==> src/hdl/triangle_tangent_basis_assert.svh <==
// Assertion macros for the triangle tangent basis block.
// Used by modules that have clk and rst_n in scope.
`ifndef TRIANGLE_TANGENT_BASIS_ASSERT_SVH
`define TRIANGLE_TANGENT_BASIS_ASSERT_SVH
`ifndef SYNTH
`define TTB_ASSERT_NOW(lbl, cond, prop) \
    lbl: assert property (@(posedge clk) disable iff (!rst_n) (cond) |-> (prop)) \
        else $error("triangle_tangent_basis assertion failed");
`define TTB_ASSERT_NEXT(lbl, cond, prop) \
    lbl: assert property (@(posedge clk) disable iff (!rst_n) (cond) |=> (prop)) \
        else $error("triangle_tangent_basis assertion failed");
`else
`define TTB_ASSERT_NOW(lbl, cond, prop)
`define TTB_ASSERT_NEXT(lbl, cond, prop)
`endif
`endif

==> src/hdl/ttb_pkg.sv <==
// Shared types, widths and helpers for the triangle tangent basis block.
// No dependencies.
package ttb_pkg;

    localparam int IDX_BITS_DEFAULT = 16;
    localparam int INDEX_W = 16;
    localparam int POS_W   = 24;
    localparam int TEX_W   = 16;
    localparam int DP_W    = 25;
    localparam int DT_W    = 17;
    localparam int PROD_W  = 42;
    localparam int ACC_W   = 43;
    localparam int DET_W   = 35;
    localparam int NUM_W   = 60;
    localparam int DEN_W   = 36;
    localparam int OUT_W   = 32;

    typedef struct packed {
        logic [INDEX_W-1:0]        idx0;
        logic [INDEX_W-1:0]        idx1;
        logic [INDEX_W-1:0]        idx2;
        logic [2:0][DP_W-1:0]      dp1;
        logic [2:0][DP_W-1:0]      dp2;
        logic [DT_W-1:0]           du1;
        logic [DT_W-1:0]           dv1;
        logic [DT_W-1:0]           du2;
        logic [DT_W-1:0]           dv2;
    } tri_t;

    typedef struct packed {
        logic             start;
        logic [NUM_W-1:0] num;
        logic [DEN_W-1:0] den;
    } div_req_t;

    typedef struct packed {
        logic             done;
        logic             ovf;
        logic [OUT_W-1:0] quot;
    } div_rsp_t;

    typedef enum logic [2:0] {
        B_IDLE,
        B_MUL_A,
        B_MUL_B,
        B_SUB,
        B_PREP,
        B_DIV,
        B_EMIT
    } back_state_t;

    function automatic logic [OUT_W-1:0] sat_q(input logic neg, input logic ovf,
                                               input logic [OUT_W-1:0] q);
        logic [OUT_W-1:0] r;
        if (neg)
        begin
            if (ovf || q[OUT_W-1])
                r = {1'b1, {(OUT_W-1){1'b0}}};
            else
                r = ~q + 1'b1;
        end
        else
        begin
            if (ovf || q[OUT_W-1])
                r = {1'b0, {(OUT_W-1){1'b1}}};
            else
                r = q;
        end
        return r;
    endfunction

endpackage

==> src/hdl/ttb_front.sv <==
// Front part: accepts corners, holds the first two, builds the triangle record.
// Depends on ttb_pkg.
module ttb_front #(
    parameter int INDEX_BITS = ttb_pkg::IDX_BITS_DEFAULT
) (
    input  logic                          clk,
    input  logic                          rst_n,
    input  logic                          in_valid,
    output logic                          in_ready,
    input  logic [ttb_pkg::INDEX_W-1:0]   vertex_index,
    input  logic signed [ttb_pkg::POS_W-1:0] pos_x,
    input  logic signed [ttb_pkg::POS_W-1:0] pos_y,
    input  logic signed [ttb_pkg::POS_W-1:0] pos_z,
    input  logic signed [ttb_pkg::TEX_W-1:0] tex_u,
    input  logic signed [ttb_pkg::TEX_W-1:0] tex_v,
    output logic                          push,
    output ttb_pkg::tri_t                 push_data,
    input  logic                          full
);
    localparam int IDX_W = (INDEX_BITS < ttb_pkg::INDEX_W) ? INDEX_BITS : ttb_pkg::INDEX_W;

    logic [1:0]                                count_reg;
    logic [1:0]                                count_next;
    logic [1:0][IDX_W-1:0]                     idx_reg;
    logic [1:0][2:0][ttb_pkg::POS_W-1:0]       pos_reg;
    logic [1:0][1:0][ttb_pkg::TEX_W-1:0]       tex_reg;
    logic                                      take;
    logic [2:0][ttb_pkg::POS_W-1:0]            pos_in;

    assign pos_in   = {pos_z, pos_y, pos_x};
    assign in_ready = (count_reg != 2'd2) || !full;
    assign take     = in_valid && in_ready;
    assign push     = take && (count_reg == 2'd2);

    always_comb
    begin
        count_next = count_reg;
        if (take)
            count_next = (count_reg == 2'd2) ? 2'd0 : count_reg + 2'd1;
    end

    always_ff @(posedge clk or negedge rst_n)
    begin
        if (!rst_n)
            count_reg <= 2'd0;
        else
            count_reg <= count_next;
    end

    always_ff @(posedge clk)
    begin
        if (take && (count_reg != 2'd2))
        begin
            idx_reg[count_reg[0]]    <= vertex_index[IDX_W-1:0];
            pos_reg[count_reg[0]]    <= pos_in;
            tex_reg[count_reg[0]][0] <= tex_u;
            tex_reg[count_reg[0]][1] <= tex_v;
        end
    end

    always_comb
    begin
        push_data.idx0 = ttb_pkg::INDEX_W'(idx_reg[0]);
        push_data.idx1 = ttb_pkg::INDEX_W'(idx_reg[1]);
        push_data.idx2 = ttb_pkg::INDEX_W'(vertex_index[IDX_W-1:0]);
        for (int c = 0; c < 3; c++)
        begin
            push_data.dp1[c] = {pos_reg[1][c][ttb_pkg::POS_W-1], pos_reg[1][c]}
                             - {pos_reg[0][c][ttb_pkg::POS_W-1], pos_reg[0][c]};
            push_data.dp2[c] = {pos_in[c][ttb_pkg::POS_W-1], pos_in[c]}
                             - {pos_reg[0][c][ttb_pkg::POS_W-1], pos_reg[0][c]};
        end
        push_data.du1 = {tex_reg[1][0][ttb_pkg::TEX_W-1], tex_reg[1][0]}
                      - {tex_reg[0][0][ttb_pkg::TEX_W-1], tex_reg[0][0]};
        push_data.dv1 = {tex_reg[1][1][ttb_pkg::TEX_W-1], tex_reg[1][1]}
                      - {tex_reg[0][1][ttb_pkg::TEX_W-1], tex_reg[0][1]};
        push_data.du2 = {tex_u[ttb_pkg::TEX_W-1], tex_u}
                      - {tex_reg[0][0][ttb_pkg::TEX_W-1], tex_reg[0][0]};
        push_data.dv2 = {tex_v[ttb_pkg::TEX_W-1], tex_v}
                      - {tex_reg[0][1][ttb_pkg::TEX_W-1], tex_reg[0][1]};
    end

endmodule

==> src/hdl/ttb_queue.sv <==
// Two-entry queue of triangle records between front and back.
// Depends on nothing but its WIDTH parameter.
module ttb_queue #(
    parameter int WIDTH = 8
) (
    input  logic             clk,
    input  logic             rst_n,
    input  logic             push,
    input  logic [WIDTH-1:0] din,
    output logic             full,
    input  logic             pop,
    output logic [WIDTH-1:0] dout,
    output logic             empty
);
    logic [WIDTH-1:0] mem_reg [2];
    logic             wr_reg;
    logic             rd_reg;
    logic [1:0]       cnt_reg;
    logic [1:0]       cnt_next;

    assign full  = (cnt_reg == 2'd2);
    assign empty = (cnt_reg == 2'd0);
    assign dout  = mem_reg[rd_reg];

    always_comb
    begin
        cnt_next = cnt_reg;
        if (push && !pop)
            cnt_next = cnt_reg + 2'd1;
        else if (pop && !push)
            cnt_next = cnt_reg - 2'd1;
    end

    always_ff @(posedge clk or negedge rst_n)
    begin
        if (!rst_n)
        begin
            wr_reg  <= 1'b0;
            rd_reg  <= 1'b0;
            cnt_reg <= 2'd0;
        end
        else
        begin
            cnt_reg <= cnt_next;
            if (push)
                wr_reg <= ~wr_reg;
            if (pop)
                rd_reg <= ~rd_reg;
        end
    end

    always_ff @(posedge clk)
    begin
        if (push)
            mem_reg[wr_reg] <= din;
    end

endmodule

==> src/hdl/ttb_div.sv <==
// Restoring divider, one quotient bit per cycle, with overflow detect.
// Depends on ttb_pkg.
module ttb_div (
    input  logic              clk,
    input  logic              rst_n,
    input  ttb_pkg::div_req_t req,
    output ttb_pkg::div_rsp_t rsp
);
    localparam int HI_W = ttb_pkg::NUM_W - ttb_pkg::OUT_W;

    logic [ttb_pkg::DEN_W-1:0] rem_reg;
    logic [ttb_pkg::DEN_W-1:0] den_reg;
    logic [ttb_pkg::OUT_W-1:0] quo_reg;
    logic                      ovf_reg;
    logic [4:0]                cnt_reg;
    logic                      busy_reg;
    logic                      done_reg;
    logic [ttb_pkg::DEN_W:0]   trial;
    logic                      ge;

    assign trial = {rem_reg, quo_reg[ttb_pkg::OUT_W-1]};
    assign ge    = trial >= {1'b0, den_reg};

    always_ff @(posedge clk or negedge rst_n)
    begin
        if (!rst_n)
        begin
            busy_reg <= 1'b0;
            done_reg <= 1'b0;
            cnt_reg  <= 5'd0;
        end
        else
        begin
            done_reg <= busy_reg && (cnt_reg == 5'd0);
            if (req.start)
            begin
                busy_reg <= 1'b1;
                cnt_reg  <= 5'd31;
            end
            else if (busy_reg)
            begin
                if (cnt_reg == 5'd0)
                    busy_reg <= 1'b0;
                else
                    cnt_reg <= cnt_reg - 5'd1;
            end
        end
    end

    always_ff @(posedge clk)
    begin
        if (req.start)
        begin
            rem_reg <= ttb_pkg::DEN_W'(req.num[ttb_pkg::NUM_W-1:ttb_pkg::OUT_W]);
            quo_reg <= req.num[ttb_pkg::OUT_W-1:0];
            den_reg <= req.den;
            ovf_reg <= ttb_pkg::DEN_W'(req.num[ttb_pkg::NUM_W-1:ttb_pkg::NUM_W-HI_W])
                       >= req.den;
        end
        else if (busy_reg)
        begin
            rem_reg <= ge ? ttb_pkg::DEN_W'(trial - {1'b0, den_reg})
                          : trial[ttb_pkg::DEN_W-1:0];
            quo_reg <= {quo_reg[ttb_pkg::OUT_W-2:0], ge};
        end
    end

    assign rsp.done = done_reg;
    assign rsp.ovf  = ovf_reg;
    assign rsp.quot = quo_reg;

endmodule

==> src/hdl/ttb_back.sv <==
// Back part: determinant, six numerators and quotients, then three results.
// Depends on ttb_pkg, ttb_div and triangle_tangent_basis_assert.svh.
`include "triangle_tangent_basis_assert.svh"
module ttb_back (
    input  logic                               clk,
    input  logic                               rst_n,
    input  logic                               empty,
    input  ttb_pkg::tri_t                      tri_in,
    output logic                               pop,
    output logic                               out_valid,
    input  logic                               out_ready,
    output logic [ttb_pkg::INDEX_W-1:0]        corner_index,
    output logic signed [ttb_pkg::OUT_W-1:0]   tangent_x,
    output logic signed [ttb_pkg::OUT_W-1:0]   tangent_y,
    output logic signed [ttb_pkg::OUT_W-1:0]   tangent_z,
    output logic signed [ttb_pkg::OUT_W-1:0]   bitangent_x,
    output logic signed [ttb_pkg::OUT_W-1:0]   bitangent_y,
    output logic signed [ttb_pkg::OUT_W-1:0]   bitangent_z,
    output logic                               degenerate,
    output logic                               last_of_triangle
);
    ttb_pkg::back_state_t              state_reg;
    ttb_pkg::back_state_t              state_next;
    logic [2:0]                        j_reg;
    logic [1:0]                        slot_reg;
    logic signed [ttb_pkg::PROD_W-1:0] prod_reg;
    logic signed [ttb_pkg::ACC_W-1:0]  acc_reg;
    logic signed [ttb_pkg::DET_W-1:0]  det_reg;
    logic                              degen_reg;
    logic                              neg_reg;
    logic [5:0][ttb_pkg::OUT_W-1:0]    res_reg;
    logic signed [ttb_pkg::DP_W-1:0]   ma;
    logic signed [ttb_pkg::DT_W-1:0]   mb;
    logic signed [ttb_pkg::PROD_W-1:0] prod;
    logic [ttb_pkg::DP_W-1:0]          dp1c;
    logic [ttb_pkg::DP_W-1:0]          dp2c;
    logic [ttb_pkg::ACC_W-1:0]         acc_abs;
    logic [ttb_pkg::DET_W-1:0]         det_abs;
    logic                              last_step;
    logic                              advance;
    ttb_pkg::div_req_t                 req;
    ttb_pkg::div_rsp_t                 rsp;

    ttb_div u_div (
        .clk   (clk),
        .rst_n (rst_n),
        .req   (req),
        .rsp   (rsp)
    );

    always_comb
    begin
        case (j_reg)
            3'd1, 3'd4: begin dp1c = tri_in.dp1[0]; dp2c = tri_in.dp2[0]; end
            3'd2, 3'd5: begin dp1c = tri_in.dp1[1]; dp2c = tri_in.dp2[1]; end
            default:    begin dp1c = tri_in.dp1[2]; dp2c = tri_in.dp2[2]; end
        endcase
    end

    always_comb
    begin
        logic first;
        first = (state_reg == ttb_pkg::B_MUL_A);
        if (j_reg == 3'd0)
        begin
            ma = first ? $signed({{(ttb_pkg::DP_W-ttb_pkg::DT_W){tri_in.du1[ttb_pkg::DT_W-1]}},
                                  tri_in.du1})
                       : $signed({{(ttb_pkg::DP_W-ttb_pkg::DT_W){tri_in.dv1[ttb_pkg::DT_W-1]}},
                                  tri_in.dv1});
            mb = first ? $signed(tri_in.dv2) : $signed(tri_in.du2);
        end
        else if (j_reg <= 3'd3)
        begin
            ma = first ? $signed(dp1c) : $signed(dp2c);
            mb = first ? $signed(tri_in.dv2) : $signed(tri_in.dv1);
        end
        else
        begin
            ma = first ? $signed(dp2c) : $signed(dp1c);
            mb = first ? $signed(tri_in.du1) : $signed(tri_in.du2);
        end
    end

    assign prod      = ma * mb;
    assign acc_abs   = acc_reg[ttb_pkg::ACC_W-1] ? ttb_pkg::ACC_W'(-acc_reg) : acc_reg;
    assign det_abs   = det_reg[ttb_pkg::DET_W-1] ? ttb_pkg::DET_W'(-det_reg) : det_reg;
    assign last_step = (j_reg == 3'd6);

    always_comb
    begin
        state_next = state_reg;
        advance    = 1'b0;
        pop        = 1'b0;
        req.start  = 1'b0;
        req.num    = ttb_pkg::NUM_W'({acc_abs[ttb_pkg::PROD_W-1:0], 17'd0})
                   + ttb_pkg::NUM_W'(det_abs);
        req.den    = {det_abs, 1'b0};
        unique case (state_reg)
            ttb_pkg::B_IDLE:
            begin
                if (!empty)
                    state_next = ttb_pkg::B_MUL_A;
            end
            ttb_pkg::B_MUL_A: state_next = ttb_pkg::B_MUL_B;
            ttb_pkg::B_MUL_B: state_next = ttb_pkg::B_SUB;
            ttb_pkg::B_SUB:   state_next = ttb_pkg::B_PREP;
            ttb_pkg::B_PREP:
            begin
                if (j_reg == 3'd0)
                    state_next = ttb_pkg::B_MUL_A;
                else if (degen_reg)
                    advance = 1'b1;
                else
                begin
                    req.start  = 1'b1;
                    state_next = ttb_pkg::B_DIV;
                end
            end
            ttb_pkg::B_DIV:
            begin
                if (rsp.done)
                    advance = 1'b1;
            end
            ttb_pkg::B_EMIT:
            begin
                if (out_ready && (slot_reg == 2'd2))
                begin
                    pop        = 1'b1;
                    state_next = ttb_pkg::B_IDLE;
                end
            end
            default: state_next = ttb_pkg::B_IDLE;
        endcase
        if (advance)
            state_next = last_step ? ttb_pkg::B_EMIT : ttb_pkg::B_MUL_A;
    end

    always_ff @(posedge clk or negedge rst_n)
    begin
        if (!rst_n)
        begin
            state_reg <= ttb_pkg::B_IDLE;
            j_reg     <= 3'd0;
            slot_reg  <= 2'd0;
        end
        else
        begin
            state_reg <= state_next;
            if (state_reg == ttb_pkg::B_IDLE)
                j_reg <= 3'd0;
            else if ((state_reg == ttb_pkg::B_PREP && j_reg == 3'd0) || (advance && !last_step))
                j_reg <= j_reg + 3'd1;
            if (state_reg != ttb_pkg::B_EMIT)
                slot_reg <= 2'd0;
            else if (out_ready)
                slot_reg <= slot_reg + 2'd1;
        end
    end

    always_ff @(posedge clk)
    begin
        case (state_reg)
            ttb_pkg::B_MUL_A: prod_reg <= prod;
            ttb_pkg::B_MUL_B:
            begin
                acc_reg  <= {prod_reg[ttb_pkg::PROD_W-1], prod_reg};
                prod_reg <= prod;
            end
            ttb_pkg::B_SUB:   acc_reg <= acc_reg - {prod_reg[ttb_pkg::PROD_W-1], prod_reg};
            ttb_pkg::B_PREP:
            begin
                if (j_reg == 3'd0)
                begin
                    det_reg   <= acc_reg[ttb_pkg::DET_W-1:0];
                    degen_reg <= (acc_reg == '0);
                end
                else if (degen_reg)
                    res_reg[j_reg - 3'd1] <= '0;
                neg_reg <= acc_reg[ttb_pkg::ACC_W-1] ^ det_reg[ttb_pkg::DET_W-1];
            end
            ttb_pkg::B_DIV:
            begin
                if (rsp.done)
                    res_reg[j_reg - 3'd1] <= ttb_pkg::sat_q(neg_reg, rsp.ovf, rsp.quot);
            end
            default: ;
        endcase
    end

    always_comb
    begin
        case (slot_reg)
            2'd0:    corner_index = tri_in.idx0;
            2'd1:    corner_index = tri_in.idx1;
            default: corner_index = tri_in.idx2;
        endcase
    end

    assign out_valid        = (state_reg == ttb_pkg::B_EMIT);
    assign tangent_x        = res_reg[0];
    assign tangent_y        = res_reg[1];
    assign tangent_z        = res_reg[2];
    assign bitangent_x      = res_reg[3];
    assign bitangent_y      = res_reg[4];
    assign bitangent_z      = res_reg[5];
    assign degenerate       = degen_reg;
    assign last_of_triangle = (slot_reg == 2'd2);

    `TTB_ASSERT_NOW(a_degen_zero, out_valid && degenerate, tangent_x == '0 && bitangent_y == '0)
    `TTB_ASSERT_NOW(a_pop_on_last, pop, out_valid && out_ready && last_of_triangle)
    `TTB_ASSERT_NOW(a_div_only_in_div, rsp.done, state_reg == ttb_pkg::B_DIV)
    `TTB_ASSERT_NOW(a_emit_has_tri, out_valid, !empty)

endmodule

==> src/hdl/triangle_tangent_basis.sv <==
// Top level of the triangle tangent basis block: front, queue and back.
// Depends on ttb_pkg, ttb_front, ttb_queue and ttb_back.
//
//   channel | handshake            | payload
//   in      | in_valid / in_ready   | vertex_index, pos_x/y/z, tex_u/v
//   out     | out_valid / out_ready | corner_index, tangent_*, bitangent_*, flags
//
// The front takes one corner per cycle; the third corner pushes a record to a
// two-entry queue and stalls only when that queue is full.
// Before its results the back leaves idle, forms the determinant with two
// multiplies, a subtract and a prepare step, then per component does two multiplies,
// a subtract, a prepare step and a division; a degenerate triangle skips the divider.
// Three results follow, one per cycle while out_ready is high; reset clears
// corner count, queue and back state, with no clearing pass.
module triangle_tangent_basis #(
    parameter int INDEX_BITS = ttb_pkg::IDX_BITS_DEFAULT
) (
    input  logic                             clk,
    input  logic                             rst_n,
    input  logic                             in_valid,
    output logic                             in_ready,
    input  logic [ttb_pkg::INDEX_W-1:0]      vertex_index,
    input  logic signed [ttb_pkg::POS_W-1:0] pos_x,
    input  logic signed [ttb_pkg::POS_W-1:0] pos_y,
    input  logic signed [ttb_pkg::POS_W-1:0] pos_z,
    input  logic signed [ttb_pkg::TEX_W-1:0] tex_u,
    input  logic signed [ttb_pkg::TEX_W-1:0] tex_v,
    output logic                             out_valid,
    input  logic                             out_ready,
    output logic [ttb_pkg::INDEX_W-1:0]      corner_index,
    output logic signed [ttb_pkg::OUT_W-1:0] tangent_x,
    output logic signed [ttb_pkg::OUT_W-1:0] tangent_y,
    output logic signed [ttb_pkg::OUT_W-1:0] tangent_z,
    output logic signed [ttb_pkg::OUT_W-1:0] bitangent_x,
    output logic signed [ttb_pkg::OUT_W-1:0] bitangent_y,
    output logic signed [ttb_pkg::OUT_W-1:0] bitangent_z,
    output logic                             degenerate,
    output logic                             last_of_triangle
);
    logic          push;
    logic          pop;
    logic          full;
    logic          empty;
    ttb_pkg::tri_t push_data;
    ttb_pkg::tri_t head;

    ttb_front #(
        .INDEX_BITS (INDEX_BITS)
    ) u_front (
        .clk          (clk),
        .rst_n        (rst_n),
        .in_valid     (in_valid),
        .in_ready     (in_ready),
        .vertex_index (vertex_index),
        .pos_x        (pos_x),
        .pos_y        (pos_y),
        .pos_z        (pos_z),
        .tex_u        (tex_u),
        .tex_v        (tex_v),
        .push         (push),
        .push_data    (push_data),
        .full         (full)
    );

    ttb_queue #(
        .WIDTH ($bits(ttb_pkg::tri_t))
    ) u_queue (
        .clk   (clk),
        .rst_n (rst_n),
        .push  (push),
        .din   (push_data),
        .full  (full),
        .pop   (pop),
        .dout  (head),
        .empty (empty)
    );

    ttb_back u_back (
        .clk              (clk),
        .rst_n            (rst_n),
        .empty            (empty),
        .tri_in           (head),
        .pop              (pop),
        .out_valid        (out_valid),
        .out_ready        (out_ready),
        .corner_index     (corner_index),
        .tangent_x        (tangent_x),
        .tangent_y        (tangent_y),
        .tangent_z        (tangent_z),
        .bitangent_x      (bitangent_x),
        .bitangent_y      (bitangent_y),
        .bitangent_z      (bitangent_z),
        .degenerate       (degenerate),
        .last_of_triangle (last_of_triangle)
    );

endmodule
==> config.mk <==
export PLATFORM = sky130hd
export DESIGN_NAME = triangle_tangent_basis
export DESIGN_NICKNAME = d
export VERILOG_FILES = /design/src/hdl/ttb_pkg.sv /design/src/hdl/ttb_front.sv /design/src/hdl/ttb_queue.sv /design/src/hdl/ttb_div.sv /design/src/hdl/ttb_back.sv /design/src/hdl/triangle_tangent_basis.sv
export VERILOG_INCLUDE_DIRS = /design/src /design/src/hdl
export SDC_FILE = /design/constraint.sdc
export NUM_CORES = 2
export LEC_CHECK = 0
export BUFFER_PORTS_ARGS = -buffer_cell sky130_fd_sc_hd__buf_2
export CAP_MARGIN = 5
export CORE_UTILIZATION = 55
export CTS_CLUSTER_SIZE = 8
export DETAILED_ROUTE_END_ITERATION = 8
export HOLD_SLACK_MARGIN = 0.1
export PLACE_DENSITY = 0.76
export SYNTH_ARGS = -nofsm -noshare
export SYNTH_HDL_FRONTEND = slang
export SYNTH_SLANG_ARGS = --single-unit
==> constraint.sdc <==
create_clock -name clk -period 13.9 [get_ports clk]
set_clock_uncertainty 0.2 [all_clocks]
set_input_delay 0.695 -clock clk [delete_from_list [all_inputs] [get_ports clk]]
set_output_delay 0.695 -clock clk [all_outputs]
set_load 0.03 [all_outputs]
Word-level counts from Yosys, hierarchy flattened
Memories as Yosys holds them, arrays and structs flattened. Index checks and enable logic that the tools add are counted.

Bits in registers: 679. Bits in writable memories: 532. Input bits: 124. Output and inout port bits: 212. Logic and storage cells: 214. Memories: 1.

Memories: u_queue.mem_reg (words 2, width 266, read ports 1, clocked after memory_dff 0, wr ports 1, RTL line ttb_queue.sv:15) `logic [WIDTH-1:0] mem_reg [2];`.

$add $sub $neg: 23. Multipliers: 1. $lt $le $gt $ge: 7. Eq/ne operators: 25. Multiplexer cells: 76. Bitwise operators: 6. Reduce and logical (&&, ||, !) cells: 37.

Operator list (number): 192-bit 2-to-1 mux (3); 192-bit one-hot mux with 2 select lines (1); 32-bit 2-to-1 mux (9); 192-bit AND (1); 192-bit bitwise mux (1); 192-bit NOT (1); 24-bit by 24-bit subtractor with 25-bit output (6); 144-bit bitwise mux (1); 64-bit bitwise mux (2); 25-bit 2-to-1 mux (5); 25-bit one-hot mux with 2 select lines (2); 32-bit demux with 3-bit select (1); 43-bit one-hot mux with 2 select lines (1); 17-bit 2-to-1 mux (5); 72-bit demux with 1-bit select (1); 72-bit 2-to-1 mux (1); 16-bit by 16-bit subtractor with 17-bit output (4); 32-bit demux with 1-bit select (2); 59-bit by 35-bit adder with 60-bit output (1); 28-bit 2-to-1 mux (2); 43-bit zero test (1); 43-bit subtractor (1); 25-bit by 17-bit multiplier with 42-bit output (1); 42-bit 2-to-1 mux (1); other kinds (51) (121).

Longest topological paths before layout
Word-level depth: 10. Gate-level depth with buffers: 36. Mapped depth without buffers: 33.

Hierarchy
A second synthesis with hierarchy kept.

Cells, all modules: 7352. Area, all modules: 81489.4 um^2.

Modules (own cells, without submodules): ttb_back (instances 1, cells each 4055, area each 36085.9 um^2, seq. area each 9629.2 um^2); ttb_queue (instances 1, cells each 844, area each 20339.5 um^2, seq. area each 16075.4 um^2); ttb_front (instances 1, cells each 1729, area each 17590.6 um^2, seq. area each 7257.0 um^2); ttb_div (instances 1, cells each 724, area each 7473.4 um^2, seq. area each 3248.1 um^2).

Least setup slack after synthesis
OpenSTA, ideal clock, no wires.

Path type: reg2reg. Start: register u_front.count_reg[1]. End: memory u_queue.mem_reg[0][0] (netlist name), enable pin. Library setup time: 0.930 ns. Arrival time: 12.718 ns. Required time: 12.770 ns. Slack: 0.052 ns. Cell stages (with the launch flop): 5. Buffers on the path: 0. Period minus slack after synthesis: 13.848 ns. Path through: dfrtp_1 > nor2b_1 > nand3b_1 > and3_1 > nor2b_1.

Longest elaborated chain between the ends: 6. Elaborated cells on any way between the ends: 7. Those cells by class: eq/ne (2); mux (2); reduce/logical (3).

RTL lines: from (decl) (RTL line ttb_front.sv:22) `logic [1:0] count_reg;`; from (signal assigned) (RTL line ttb_front.sv:47) `count_reg <= count_next;`; 2-bit inequality test (RTL line ttb_front.sv:31) `assign in_ready = (count_reg != 2'd2) || !full;`; 1-bit logical OR (RTL line ttb_front.sv:31); named net in_ready (RTL line triangle_tangent_basis.sv:21) `output logic in_ready,`; 1-bit logical AND (RTL line ttb_front.sv:32) `assign take = in_valid && in_ready;`; 1-bit logical AND (RTL line ttb_front.sv:33) `assign push = take && (count_reg == 2'd2);`; named net push (RTL line triangle_tangent_basis.sv:40) `logic push;`; 1-bit 2-to-1 mux (RTL line ttb_queue.sv:54) `if (push)`; 1-bit 2-to-1 mux (implied by the code) (RTL line ttb_queue.sv:55) `mem_reg[wr_reg] <= din;`; to (decl) (RTL line ttb_queue.sv:15).

The timed path passes the listed nets, and every way through them passes these cells.

Worst setup path after layout
Start: register u_back.j_reg[0]. End: register u_back.prod_reg[41] (netlist name) (data pin).

Longest elaborated chain between the ends: 7. Elaborated cells on any way between the ends: 17. Those cells by class: mul (1); order compare (1); eq/ne (4); mux (8); reduce/logical (3).

RTL lines: from (decl) (RTL line ttb_back.sv:24) `logic [2:0] j_reg;`; from (signal assigned) (RTL line ttb_back.sv:152) `j_reg <= j_reg + 3'd1;`; 3-bit by 2-bit == test with 1-bit output, or another cell as far along (RTL line ttb_back.sv:53) `case (j_reg)`; 2-bit OR reduction (RTL line ttb_back.sv:53); 25-bit one-hot mux with 2 select lines (RTL line ttb_back.sv:53); 25-bit 2-to-1 mux, on equally long branches (RTL line ttb_back.sv:79, ttb_back.sv:74); 25-bit 2-to-1 mux (RTL line ttb_back.sv:72) `else if (j_reg <= 3'd3)`; 25-bit 2-to-1 mux (RTL line ttb_back.sv:64) `if (j_reg == 3'd0)`; 25-bit by 17-bit multiplier with 42-bit output * (RTL line ttb_back.sv:84) `assign prod = ma * mb;`; named net u_back.prod, one bit (RTL line ttb_back.sv:34) `logic signed [ttb_pkg::PROD_W-1:0] prod;`; to (signal assigned) (RTL line ttb_back.sv:163) `ttb_pkg::B_MUL_A: prod_reg <= prod;`; to (signal assigned) (RTL line ttb_back.sv:167) `prod_reg <= prod;`; to (decl) (RTL line ttb_back.sv:26) `logic signed [ttb_pkg::PROD_W-1:0] prod_reg;`.

The timed path passes the listed nets; every way through them passes the cells marked *. A chain may end at the register's enable or synchronous reset.

==> results.ini <==
[yosys]
synth_edf_count=1182
ys_seq_area_frac=0.461
async_flop_share=0.0173
ys_warn_count=0
synthMuxAreaShare=0.0323
synth_top_family_by_area=adder cells
ys_ff_latch=1211
synth_fp_nets=8135
synth_compound_gate_area_share=0.119
synthSimpleGateAreaFrac=0.111
syn_area_um2=78400
ys_types=93
avgSynthCellArea_um2=11.0
synthXorXnorAreaFrac=0.0451
synthFlopType=edfxtp_1
synthCells=7134
synth_fa_ha_area_frac=0.181

[route]
wl_met1_um=81700
drtIter0Drc=5142
met3_length_um=14500
dr_wl_met2_um=98300
drtPass1Iterations=6
wl_per_cell_um=21.4
top_layer_used=met4
drc=0
vias=56300
ant_nets=0
via_per_inst=5.90
routed_wl_um=204000

[timing]
rsz0062_at_grt=false
tightest_slew_ps=1250
max_clock_freq_mhz=95.8
fin_crit_sh=0.751
drv_slew=0
relSlewSlack=0.164
post-route-min-period_ps=10440
hold_viol_final=0
setup_tns_ps=0
setup_viol=0

[floorplan]
initial_utilization=0.554
core_um2=142000
ios=336
die_h_um=380
die_area_um2=144000
rows=138
fp.dieW_um=380

[hold_path]
hold_path_class=flop to flop

[clocking]
post-cts-setup-buffers=0
clock_latency_ps=830
cts-root-buf=clkbuf_16
clockBufferDepth=3
cts_max_level=4
tritoncts=yes
numCtsBuffers=171
cts.clk_slew.worst_paths_ps=50
ctsResizeCount=0
cts_sinks=1211

[outcome]
status=completed

[placement]
place_hpwl_um=148000
port_buffers=335
routabilityCongestion=0.948

[worst_setup_path]
slowest_delay_ps=700
crit_arrival_ps=10740
path_class=flop to flop
cpLargestDelayFamily=adder cells
path_max_fanout=52
cp-end-kind=flop
crit_buf_inv=9
cp.required_ps=14200
critPathLaunchType=flop
worst_path_max_delay_cell=nor3_1
crit_top_cell=fa_1

[layout]
n_antenna_cell=0
largest_reg_flops=532
nets=8605
area.growth.synth_to_final_pct=12.9
fillers=11000
drive_above_1_share=0.100

[grt]
grt_use_total=0.281
grt-ovfl-total=0
grt_pass1_wl_um=319000
grt_max_degree=135
grt_pass1_vias=56600
antenna_found_initial=1

[job]
drv_cap=0

## worst paths after layout
check	start	endpoint	slack (ps)	cells past startpoint
worst max-delay path	u_back.j_reg[0]	u_back.prod_reg[41]	3460	33
worst min-delay path	u_front.push_data[263]	u_queue.mem_reg[0][263]	230	0
worst max register to register	u_back.j_reg[0]	u_back.prod_reg[41]	3460	33
worst min register to register	u_front.push_data[263]	u_queue.mem_reg[0][263]	230	0
max in group asynchronous	rst_n	u_queue.rd_reg	12600	2
min in group asynchronous	rst_n	u_queue.cnt_reg[1]	310	2
## synthesized netlist by cell type (all sizes together), types with 29 or more instances
master  count  area share
a211oi     91      0.0088
a21o      105       0.010
a21oi     466       0.030
a22o       30      0.0034
a31oi      74      0.0059
and2       54      0.0043
and3       29      0.0023
buf        30      0.0017
clkbuf    211       0.010
edfxtp   1182        0.45
fa        430        0.11
ha        447       0.071
inv       796       0.038
mux2       56      0.0080
mux2i     190       0.024
nand2     708       0.034
nand2b    130       0.010
nand3     100      0.0064
nand4      30      0.0026
nor2      488       0.023
nor2b     129       0.010
nor3       83      0.0060
o21a       70      0.0067
o21ai     293       0.019
o21bai     34      0.0033
o22ai      57      0.0046
o31ai      42      0.0040
or3        30      0.0024
xnor2     258       0.029
xor2      146       0.016
## per-stage QoR
step / utilization / hold slack, ps / cell area, um^2 / instances / setup slack [ps]
2_1_floorplan: - / 199 / 78400 / 7134 / 51.7
4_1_cts: 0.626 / 227 / 88600 / 9537 / 3750
5_1_grt: 0.626 / 232 / 88600 / 9537 / 2890
3_3_place_gp: 0.583 / 223 / 82500 / 9198 / 4060
6_report: 0.626 / 231 / 88600 / 9537 / 3460
3_5_place_dp: 0.583 / 229 / 82500 / 9198 / 3810
## per-layer routing
layer  vias to the layer above  global-route usage
met2                      2357               0.468
met4                         0               0.126
li1                      25900                   -
met3                       474              0.0461
met1                     27500               0.362
met5                         -                   0
## cells by family after synthesis
kind of cell | Yosys count
AO/OA/AOI/OAI | 1480
XOR/XNOR | 404
multiplexers | 246
buffers and inverters | 1038
AND/OR/NAND/NOR | 1878
flip-flops | 1211
adder cells (fa/ha/maj) | 877
## area by class of cell
| type | count | area (um^2) | area share |
|---|---|---|---|
| clock inverters | 21 | 443 | 0.00500 |
| repair buffers | 538 | 3560 | 0.0402 |
| inverters | 797 | 2990 | 0.0338 |
| multi-input cells | 4885 | 38700 | 0.436 |
| clock buffers | 195 | 4380 | 0.0494 |
| flip-flops and latches | 1211 | 36200 | 0.408 |
| well taps | 1890 | 2360 | 0.0267 |
## worst register-to-register path, delay by kind of cell, from the launching register on
family | cells | cell delay, ps
mux | 1 | 150
xor+xnor | 1 | 130
simple gates | 5 | 1500
compound gates | 9 | 2210
flops | 1 | 560
fa+ha+maj | 8 | 3730
buf+inv | 9 | 1680
## placed cells by master, fill, tap and decap left out, drive strengths merged, types with 100 or more instances in the layout
cell and instances:
nand2 708, nor2 488, nand2b 130, a21oi 466, mux2i 190, xnor2 258
buf 415, o21ai 293, inv 798, edfxtp 1182, ha 447, clkbuf 195
xor2 146, dlygate4sd3 123, a21o 105, nor2b 129, fa 430, nand3 100
## repair_timing
item / CTS / global route
hold buffers: 123 / 0
endpoints found under the setup margin: 0 / 0
endpoints found under the hold margin: 297 / 0
Power is left out: the tool's default activity adds up to more than one toggle a clock period on the data nets, which glitch-free logic cannot reach.
